==> config.mk <==
export PLATFORM = sky130hd
export DESIGN_NAME = frequency_ordered_list_flat
export DESIGN_NICKNAME = d
export VERILOG_FILES = /design/src/design/fol_pkg.sv /design/src/design/fol_req_if.sv /design/src/design/fol_rsp_if.sv /design/src/design/fol_ctrl.sv /design/src/design/fol_datapath.sv /design/src/design/frequency_ordered_list.sv /design/src/flat_wrapper.sv
export SDC_FILE = /design/constraint.sdc
export NUM_CORES = 2
export LEC_CHECK = 0
export ABC_AREA = 1
export BUFFER_PORTS_ARGS = -buffer_cell sky130_fd_sc_hd__buf_4
export CORE_UTILIZATION = 35
export DETAILED_ROUTE_END_ITERATION = 7
export PLACE_DENSITY = 0.48
export SLEW_MARGIN = 10
export SYNTH_ARGS = -nofsm -noshare
export SYNTH_HDL_FRONTEND = slang
export SYNTH_SLANG_ARGS = --single-unit
==> constraint.sdc <==
create_clock -name clock -period 10.2 [get_ports clock]
set_clock_uncertainty 0.2 [all_clocks]
set_input_delay 0.51 -clock clock [delete_from_list [all_inputs] [get_ports clock]]
set_output_delay 0.51 -clock clock [all_outputs]
set_load 0.05 [all_outputs]
==> src/design/fol_pkg.sv <==
// Shared types, field widths and codes of the frequency-ordered list.
package fol_pkg;

   localparam int DEPTH_DEFAULT      = 16;
   localparam int COUNT_BITS_DEFAULT = 16;

   localparam int VALUE_W  = 32;
   localparam int STATUS_W = 2;
   localparam int POS_W    = 4;
   localparam int HIT_W    = 16;

   localparam logic CMD_INSERT = 1'b0;
   localparam logic CMD_LOOKUP = 1'b1;

   localparam logic [STATUS_W-1:0] ST_INSERTED = 2'd0;
   localparam logic [STATUS_W-1:0] ST_HIT      = 2'd1;
   localparam logic [STATUS_W-1:0] ST_MISS     = 2'd2;
   localparam logic [STATUS_W-1:0] ST_FULL     = 2'd3;

   // Commands from the controller to the datapath, one step per cycle; the load step waits for a free output register.
   typedef struct packed {
      logic latch;
      logic search;
      logic pick;
      logic scan;
      logic move;
      logic load;
   } cmd_type;

   // Status from the datapath to the controller.
   typedef struct packed {
      logic lookup;
      logic found;
   } stat_type;

endpackage

==> src/design/fol_req_if.sv <==
// Request channel interface: command and value.
interface fol_req_if;
   logic                        valid;
   logic                        ready;
   logic                        cmd;
   logic [fol_pkg::VALUE_W-1:0] value;

   modport source (output valid, output cmd, output value, input ready);
   modport sink   (input valid, input cmd, input value, output ready);
endinterface

==> src/design/fol_rsp_if.sv <==
// Response channel interface: status, position and hit count.
interface fol_rsp_if;
   logic                         valid;
   logic                         ready;
   logic [fol_pkg::STATUS_W-1:0] status;
   logic [fol_pkg::POS_W-1:0]    position;
   logic [fol_pkg::HIT_W-1:0]    hit_count;

   modport source (output valid, output status, output position, output hit_count,
                   input ready);
   modport sink   (input valid, input status, input position, input hit_count,
                   output ready);
endinterface

==> src/design/fol_ctrl.sv <==
// Controller state machine that sequences one command at a time.
module fol_ctrl (
   input  logic              clock,
   input  logic              reset,
   input  logic              req_valid,
   output logic              req_ready,
   output logic              rsp_valid,
   input  logic              rsp_ready,
   input  fol_pkg::stat_type stat,
   output fol_pkg::cmd_type  cmd
);

   localparam logic [2:0] S_IDLE   = 3'd0;
   localparam logic [2:0] S_SEARCH = 3'd1;
   localparam logic [2:0] S_PICK   = 3'd2;
   localparam logic [2:0] S_SCAN   = 3'd3;
   localparam logic [2:0] S_MOVE   = 3'd4;
   localparam logic [2:0] S_DONE   = 3'd5;

   logic [2:0] state_ff, state_in;
   logic       rsp_valid_ff, rsp_valid_in;
   logic       out_free;

   assign out_free  = !rsp_valid_ff || rsp_ready;
   assign req_ready = (state_ff == S_IDLE);
   assign rsp_valid = rsp_valid_ff;

   always_comb begin
      state_in = state_ff;
      cmd      = '0;
      unique case (state_ff)
         S_IDLE: begin
            if (req_valid) begin
               cmd.latch = 1'b1;
               state_in  = S_SEARCH;
            end
         end
         S_SEARCH: begin
            cmd.search = 1'b1;
            state_in   = stat.lookup ? S_PICK : S_DONE;
         end
         S_PICK: begin
            cmd.pick = 1'b1;
            state_in = stat.found ? S_SCAN : S_DONE;
         end
         S_SCAN: begin
            cmd.scan = 1'b1;
            state_in = S_MOVE;
         end
         S_MOVE: begin
            cmd.move = 1'b1;
            state_in = S_DONE;
         end
         S_DONE: begin
            if (out_free) begin
               cmd.load = 1'b1;
               state_in = S_IDLE;
            end
         end
         default: state_in = S_IDLE;
      endcase
   end

   always_comb begin
      rsp_valid_in = rsp_valid_ff;
      if (cmd.load) begin
         rsp_valid_in = 1'b1;
      end else if (rsp_ready) begin
         rsp_valid_in = 1'b0;
      end
   end

   always_ff @(posedge clock) begin
      if (reset) begin
         state_ff     <= S_IDLE;
         rsp_valid_ff <= 1'b0;
      end else begin
         state_ff     <= state_in;
         rsp_valid_ff <= rsp_valid_in;
      end
   end

endmodule

==> src/design/fol_datapath.sv <==
// Datapath: the row of list cells, match and order logic, and the result register.
module fol_datapath #(
   parameter int DEPTH      = fol_pkg::DEPTH_DEFAULT,
   parameter int COUNT_BITS = fol_pkg::COUNT_BITS_DEFAULT
) (
   input  logic                          clock,
   input  logic                          reset,
   input  fol_pkg::cmd_type              cmd,
   output fol_pkg::stat_type             stat,
   input  logic                          req_cmd,
   input  logic [fol_pkg::VALUE_W-1:0]   req_value,
   output logic [fol_pkg::STATUS_W-1:0]  rsp_status,
   output logic [fol_pkg::POS_W-1:0]     rsp_position,
   output logic [fol_pkg::HIT_W-1:0]     rsp_hit_count
);

   localparam int IDX_W  = (DEPTH > 1) ? $clog2(DEPTH) : 1;
   localparam int FILL_W = $clog2(DEPTH + 1);
   localparam logic [COUNT_BITS-1:0] COUNT_MAX = '1;

   logic [fol_pkg::VALUE_W-1:0] val_ff [DEPTH];
   logic [COUNT_BITS-1:0]       cnt_ff [DEPTH];
   logic [FILL_W-1:0]           fill_ff;

   logic                        op_ff;
   logic [fol_pkg::VALUE_W-1:0] key_ff;
   logic [DEPTH-1:0]            hit_ff;
   logic [IDX_W-1:0]            pos_ff;
   logic [IDX_W-1:0]            dest_ff;
   logic [COUNT_BITS-1:0]       work_cnt_ff;
   logic [fol_pkg::STATUS_W-1:0] res_status_ff;

   logic [fol_pkg::STATUS_W-1:0] rsp_status_ff;
   logic [fol_pkg::POS_W-1:0]    rsp_position_ff;
   logic [fol_pkg::HIT_W-1:0]    rsp_hit_count_ff;

   logic                  full;
   logic                  found;
   logic [IDX_W-1:0]      first_pos;
   logic [COUNT_BITS-1:0] sel_cnt;
   logic [COUNT_BITS-1:0] next_cnt;
   logic [DEPTH-1:0]      match;
   logic [IDX_W-1:0]      dest;
   logic [31:0]           pos_ext;
   logic [31:0]           cnt_ext;

   assign full        = (fill_ff == FILL_W'(DEPTH));
   assign found       = |hit_ff;
   assign stat.lookup = (op_ff == fol_pkg::CMD_LOOKUP);
   assign stat.found  = found;

   // Parallel compare of every filled cell against the key.
   always_comb begin
      for (int k = 0; k < DEPTH; k++) begin
         match[k] = (k < int'(fill_ff)) && (val_ff[k] == key_ff);
      end
   end

   // First hit from the front, and its count selected through the hit vector masked to that position.
   always_comb begin
      first_pos = '0;
      sel_cnt   = '0;
      for (int k = DEPTH - 1; k >= 0; k--) begin
         if (hit_ff[k]) begin
            first_pos = IDX_W'(k);
         end
      end
      for (int k = 0; k < DEPTH; k++) begin
         if (hit_ff[k] && (IDX_W'(k) == first_pos)) begin
            sel_cnt = sel_cnt | cnt_ff[k];
         end
      end
      next_cnt = (sel_cnt == COUNT_MAX) ? sel_cnt : sel_cnt + 1'b1;
   end

   // The entry lands just behind the last earlier cell whose count is not smaller.
   always_comb begin
      dest = '0;
      for (int k = 0; k < DEPTH; k++) begin
         if ((k < int'(pos_ff)) && !(cnt_ff[k] < work_cnt_ff)) begin
            dest = IDX_W'(k + 1);
         end
      end
   end

   always_ff @(posedge clock) begin
      if (reset) begin
         fill_ff <= '0;
      end else if (cmd.search && (op_ff == fol_pkg::CMD_INSERT) && !full) begin
         fill_ff <= fill_ff + 1'b1;
      end
   end

   always_ff @(posedge clock) begin
      if (cmd.latch) begin
         op_ff  <= req_cmd;
         key_ff <= req_value;
      end
      if (cmd.search) begin
         hit_ff      <= match;
         work_cnt_ff <= '0;
         pos_ff      <= '0;
         if (op_ff == fol_pkg::CMD_INSERT) begin
            res_status_ff <= full ? fol_pkg::ST_FULL : fol_pkg::ST_INSERTED;
         end
      end
      if (cmd.pick) begin
         if (found) begin
            res_status_ff <= fol_pkg::ST_HIT;
            pos_ff        <= first_pos;
            work_cnt_ff   <= next_cnt;
         end else begin
            res_status_ff <= fol_pkg::ST_MISS;
         end
      end
      if (cmd.scan) begin
         dest_ff <= dest;
      end
   end

   // List cells: append at the fill point, or rotate the hit entry forward.
   always_ff @(posedge clock) begin
      for (int k = 0; k < DEPTH; k++) begin
         if (cmd.search && (op_ff == fol_pkg::CMD_INSERT) && !full &&
             (k == int'(fill_ff))) begin
            val_ff[k] <= key_ff;
            cnt_ff[k] <= '0;
         end else if (cmd.move) begin
            if (k == int'(dest_ff)) begin
               val_ff[k] <= key_ff;
               cnt_ff[k] <= work_cnt_ff;
            end else if ((k > int'(dest_ff)) && (k <= int'(pos_ff))) begin
               val_ff[k] <= val_ff[k-1];
               cnt_ff[k] <= cnt_ff[k-1];
            end
         end
      end
   end

   assign pos_ext = 32'(pos_ff);
   assign cnt_ext = 32'(work_cnt_ff);

   always_ff @(posedge clock) begin
      if (cmd.load) begin
         rsp_status_ff    <= res_status_ff;
         rsp_position_ff  <= pos_ext[fol_pkg::POS_W-1:0];
         rsp_hit_count_ff <= cnt_ext[fol_pkg::HIT_W-1:0];
      end
   end

   assign rsp_status    = rsp_status_ff;
   assign rsp_position  = rsp_position_ff;
   assign rsp_hit_count = rsp_hit_count_ff;

endmodule

==> src/design/frequency_ordered_list.sv <==
// Top level of the frequency-ordered list: controller plus datapath.
//
// A request carries cmd and value. An insert appends value at the tail with
// count zero, or reports the list full. A lookup finds the first matching
// entry from the front, reports its position, bumps its count (saturating) and
// moves it ahead of the run of earlier entries with a strictly smaller count.
// Each request yields exactly one response on the rsp channel.
//
// One request is worked on at a time. After the request transfer an insert
// steps through the search and done states, a lookup miss through search,
// pick and done, and a lookup hit through search, pick, scan, move and done;
// these steps are the match compare over all cells, the first-hit select,
// the insertion point search and the shift of the cell row. The next request
// is taken in the idle state that follows the load of the response, and a
// new request can be accepted while an earlier response still waits in the
// output register. If the receiver stalls with a response pending, the next
// response waits in its final step until the output register frees up.
// Reset empties the list, returns the controller to idle and clears the response valid.
module frequency_ordered_list #(
   parameter int DEPTH      = fol_pkg::DEPTH_DEFAULT,
   parameter int COUNT_BITS = fol_pkg::COUNT_BITS_DEFAULT
) (
   input  logic     clock,
   input  logic     reset,
   fol_req_if.sink  req_chan,
   fol_rsp_if.source rsp_chan
);

   fol_pkg::cmd_type  cmd;
   fol_pkg::stat_type stat;

   fol_ctrl u_ctrl (
      .clock     (clock),
      .reset     (reset),
      .req_valid (req_chan.valid),
      .req_ready (req_chan.ready),
      .rsp_valid (rsp_chan.valid),
      .rsp_ready (rsp_chan.ready),
      .stat      (stat),
      .cmd       (cmd)
   );

   fol_datapath #(
      .DEPTH      (DEPTH),
      .COUNT_BITS (COUNT_BITS)
   ) u_datapath (
      .clock         (clock),
      .reset         (reset),
      .cmd           (cmd),
      .stat          (stat),
      .req_cmd       (req_chan.cmd),
      .req_value     (req_chan.value),
      .rsp_status    (rsp_chan.status),
      .rsp_position  (rsp_chan.position),
      .rsp_hit_count (rsp_chan.hit_count)
   );

endmodule

==> src/flat_wrapper.sv <==
// flat-port wrapper written by rule: the top's interface ports become plain ports
module frequency_ordered_list_flat 
#(
   parameter int DEPTH      = fol_pkg::DEPTH_DEFAULT,
   parameter int COUNT_BITS = fol_pkg::COUNT_BITS_DEFAULT
)
  (clock, reset, req_chan_valid, req_chan_cmd, req_chan_value, req_chan_ready, rsp_chan_valid, rsp_chan_status, rsp_chan_position, rsp_chan_hit_count, rsp_chan_ready);
  fol_req_if req_chan_i ();
  fol_rsp_if rsp_chan_i ();
  input  logic clock;
  input  logic reset;
  input wire logic [$bits(req_chan_i.valid)-1:0] req_chan_valid;
  input wire logic [$bits(req_chan_i.cmd)-1:0] req_chan_cmd;
  input wire logic [$bits(req_chan_i.value)-1:0] req_chan_value;
  output wire logic [$bits(req_chan_i.ready)-1:0] req_chan_ready;
  output wire logic [$bits(rsp_chan_i.valid)-1:0] rsp_chan_valid;
  output wire logic [$bits(rsp_chan_i.status)-1:0] rsp_chan_status;
  output wire logic [$bits(rsp_chan_i.position)-1:0] rsp_chan_position;
  output wire logic [$bits(rsp_chan_i.hit_count)-1:0] rsp_chan_hit_count;
  input wire logic [$bits(rsp_chan_i.ready)-1:0] rsp_chan_ready;
  assign req_chan_i.valid = req_chan_valid;
  assign req_chan_i.cmd = req_chan_cmd;
  assign req_chan_i.value = req_chan_value;
  assign req_chan_ready = req_chan_i.ready;
  assign rsp_chan_valid = rsp_chan_i.valid;
  assign rsp_chan_status = rsp_chan_i.status;
  assign rsp_chan_position = rsp_chan_i.position;
  assign rsp_chan_hit_count = rsp_chan_i.hit_count;
  assign rsp_chan_i.ready = rsp_chan_ready;
  frequency_ordered_list #(.DEPTH(DEPTH), .COUNT_BITS(COUNT_BITS)) u_core (.clock(clock), .reset(reset), .req_chan(req_chan_i), .rsp_chan(rsp_chan_i));
endmodule
==> impl_metrics.json <==
{
  "reg2reg_slack_ns": 5.39,
  "final_common_cell": "nand2_1",
  "final.setup.tns_ns": 0,
  "endpoint_kind": "flip-flop",
  "cts_tree": "done",
  "drtIter0Drc": 4776,
  "vias": 41500,
  "grt_max_degree": 82,
  "wl_per_cell_um": 30.7,
  "whs_ns": 0.0347,
  "relSlewSlack_pct": 19.0,
  "layout_setup_ws_ns": 5.39,
  "p_leak_nw": 20.9,
  "maxCapViolCount": 0,
  "grt_pass1_wl_mm": 307,
  "syn_avg_cell_area_sq_um": 9.48,
  "ys.flop_type": "edfxtp_1",
  "die_area_sq_um": 142000,
  "slowest_stage": "a21boi_4",
  "postRouteAntennaNets": 0,
  "dp_slack_ns": 5.44,
  "drv_slew": 0,
  "netlist_instances": 5188,
  "grt_use_total_pct": 30.7,
  "clock.fmax_mhz": 208,
  "synthArstFlopShare_pct": 0,
  "synthToLayoutAreaGrowth_pct": 13.4,
  "layout_common_cells": "nand2_1 (862), edfxtp_1 (845), inv_1 (486)",
  "final_nets": 5510,
  "ys_seq_area_share_pct": 52.8,
  "path_cells": "inv_2 -> nand2_1 -> nand3_1 -> nand3_1 -> nand3_1 -> nand3_1 -> nand2_1 -> a21boi_4 -> inv_2 -> nand4_1 -> inv_1 -> nand2_1 -> nand2_1 -> nor2_1 -> nand3_2 -> ha_1 -> nand3_2 -> nor2_2 -> nand2_4 -> inv_2 -> nor2_1 -> nand2_1 -> nand2_1 -> inv_1",
  "start_kind": "flip-flop",
  "yosysTopAreaCellShare_pct": 51.6,
  "drc_errors": 0,
  "cts_setup_buffers": 0,
  "htreeDepth": 3,
  "coreArea_sq_um": 140000,
  "ir_drop_mv": 0.149,
  "cts_sinks": 874,
  "r2r-start": "u_core.u_datapath.hit_ff[14]",
  "die_w_um": 377,
  "clock_path_buffers": 3,
  "r2r-end": "u_core.u_datapath.work_cnt_ff[2]",
  "gr-total-overflow": 0,
  "crit_type": "flip-flop to flip-flop",
  "setup_viol": 0,
  "finalPower_mw": 10.4,
  "yosysWarnings": 0,
  "start_util_pct": 35.3,
  "final_layout_size_suffix_gt1_share_pct": 8.83,
  "period_minus_slack_ns": 4.81,
  "rsz0062_at_grt": "no",
  "holdPathEnd": "u_core.u_ctrl.state_ff[0]",
  "synthTopCellsByArea": "edfxtp_1 (52%), nand2_1 (6.6%), ha_1 (5.9%), o21ai_0 (4.4%), xnor2_1 (3.7%)",
  "hpwl_mm": 160,
  "clkLatencyLatePin_ns": 0.75,
  "critPathMaxFanout": 32,
  "io_pins": 61,
  "outcome": "finished clean",
  "path_clk_slew_ns": 0.06,
  "hp-class": "input port to flip-flop",
  "post-route-period-util_pct": 47.2,
  "grt_pass1_vias": 39800,
  "min_from": "rsp_chan_ready",
  "cp.arrival_ns": 5.23,
  "row_count": 137,
  "r2r_cells": 24,
  "required_ns": 10.61,
  "worst_slew_pin_slew_ns": 1.20,
  "post-synth-top-area-cell": "edfxtp_1",
  "antenna_found_initial": 14,
  "power.density_nw_per_um2": 187,
  "slowest_delay_ns": 0.93,
  "gp_congestion": 1.02,
  "synth_edf_count": 845,
  "avgViaCountPerCell": 5.76,
  "wirelength_mm": 221,
  "numPortBuffers": 60,
  "cp_common_cell": "nand2_1",
  "syn_area_sq_um": 49200,
  "fp.dieH_um": 377,
  "numCtsBuffers": 104,
  "ys_types": 58,
  "first_pass_iters": 6,
  "holdPathStages": 6,
  "cts-root-buf": "clkbuf_16",
  "hold_viol": 0,
  "syn_nets": 5456,
  "fillers": 14000,
  "synth-seq-cells": 874
}
[repair_timing]
item	CTS	global route
endpoints found under the hold margin	36	0
gates resized for setup	0	0
hold buffers	35	0
[through the flow]
| stage | std cells | instance area, sq um | util, % |
|---|---|---|---|
| after global placement | 6977 | 52100 | 37.3 |
| after CTS | 7200 | 55800 | 40.0 |
| after global routing | 7201 | 55800 | 40.0 |
| after floorplan | 5188 | 49200 | - |
| final | 7205 | 55800 | 40.0 |
| after detailed placement | 6977 | 52100 | 37.3 |
[critical path: cells and delay by family, from the launching register on]
family          cells  cell delay [ns]
compound gates      1             0.93
fa+ha+maj           1             0.37
buf+inv             5             0.66
simple gates       17             2.11
flops               1             0.44
[worst max path at each step]
stage / cells after the start / endpoint / from / slack [ns]
after floorplan: 8 / u_core.u_datapath.cnt_ff[1][64] / u_core.u_ctrl.state_ff[0] / 1.33
after global placement: 24 / u_core.u_datapath.work_cnt_ff[2] / u_core.u_datapath.hit_ff[14] / 5.38
after detailed placement: 24 / u_core.u_datapath.work_cnt_ff[2] / u_core.u_datapath.hit_ff[14] / 5.44
after CTS: 24 / u_core.u_datapath.work_cnt_ff[2] / u_core.u_datapath.hit_ff[14] / 5.44
after global routing: 24 / u_core.u_datapath.work_cnt_ff[2] / u_core.u_datapath.hit_ff[14] / 5.09
final: 24 / u_core.u_datapath.work_cnt_ff[2] / u_core.u_datapath.hit_ff[14] / 5.39
[synthesized netlist by cell type (4+ instances only)]
| master | instances |
|---|---|
| a211oi_1 | 7 |
| buf_1 | 27 |
| o2111ai_1 | 10 |
| nor3_1 | 30 |
| o221ai_1 | 9 |
| a21o_1 | 11 |
| o21ai_1 | 19 |
| dfxtp_1 | 29 |
| nor4b_1 | 5 |
| edfxtp_1 | 845 |
| buf_2 | 5 |
| inv_2 | 23 |
| nand3b_1 | 7 |
| nand2_2 | 7 |
| xnor2_1 | 209 |
| a22oi_1 | 4 |
| o21bai_1 | 14 |
| or2_2 | 19 |
| a31oi_1 | 5 |
| xor2_1 | 79 |
| a221o_1 | 4 |
| nand3_1 | 147 |
| nand3_2 | 9 |
| a2111oi_0 | 6 |
| nor2_1 | 442 |
| o31ai_1 | 17 |
| a22o_1 | 8 |
| o21ai_0 | 434 |
| o22ai_1 | 266 |
| o211ai_1 | 16 |
| nor4_1 | 37 |
| o221a_2 | 9 |
| nand2_1 | 865 |
| inv_1 | 487 |
| clkbuf_1 | 252 |
| nor2_2 | 11 |
| nand4_1 | 118 |
| ha_1 | 231 |
| a21oi_1 | 344 |
| clkinv_1 | 23 |
| a221oi_1 | 57 |
[cell type report]
type                    instances  area, sq um  share of cell area (%)
repair buffers                238         1870                    3.36
multi-input cells            3491        20300                    36.3
diodes                          5         12.5                  0.0224
flip-flops and latches        874        26000                    46.5
clock inverters                50          541                   0.969
inverters                     533         2000                    3.59
well taps                    1876         2350                    4.21
clock buffers                 138         2790                    5.00
[per-layer routing]
metal / part of all wire, % / track usage [%] / vias up / wire (um)
met5: 0.017 / 0 / - / 37
met4: 6.1 / 16.1 / 8 / 13400
met2: 48 / 52.1 / 1907 / 106000
met3: 6.4 / 4.00 / 466 / 14200
met1: 40 / 38.1 / 20600 / 87600
li1: - / - / 18500 / -
[cell families after synthesis]
kind of cell	synth area share (%)
AO/OA/AOI/OAI	14.8
AND/OR/NAND/NOR	15.1
XOR/XNOR	5.13
buffers and inverters	6.36
flip-flops	52.8
adder cells (fa/ha/maj)	5.88
[flip-flops by register name (all words and copies together) (netlist names)]
register and count:
u_core.u_datapath.dest_ff 4, u_core.u_datapath.rsp_hit_count 16, u_core.u_datapath.work_cnt_ff 16, u_core.u_datapath.op_ff 1, u_core.u_datapath.rsp_status 2, u_core.u_datapath.hit_ff 16
u_core.u_datapath.pos_ff 4, u_core.u_ctrl.state_ff 3, u_core.u_datapath.key_ff 32, u_core.u_datapath.res_status_ff 2, u_core.u_datapath.rsp_position 4, u_core.u_datapath.fill_ff 5
u_core.u_datapath.val_ff 512, u_core.u_datapath.cnt_ff 256, u_core.u_ctrl.rsp_valid 1
[where the power goes]
| part | internal [mW] | switching [mW] | total [mW] |
|---|---|---|---|
| clock network | 2.13 | 1.62 | 3.75 |
| registers | 4.11 | 0.116 | 4.23 |
| logic | 0.709 | 1.74 | 2.45 |
| total | 6.94 | 3.48 | 10.4 |
Note: power is estimated with default switching activity, not from simulation.
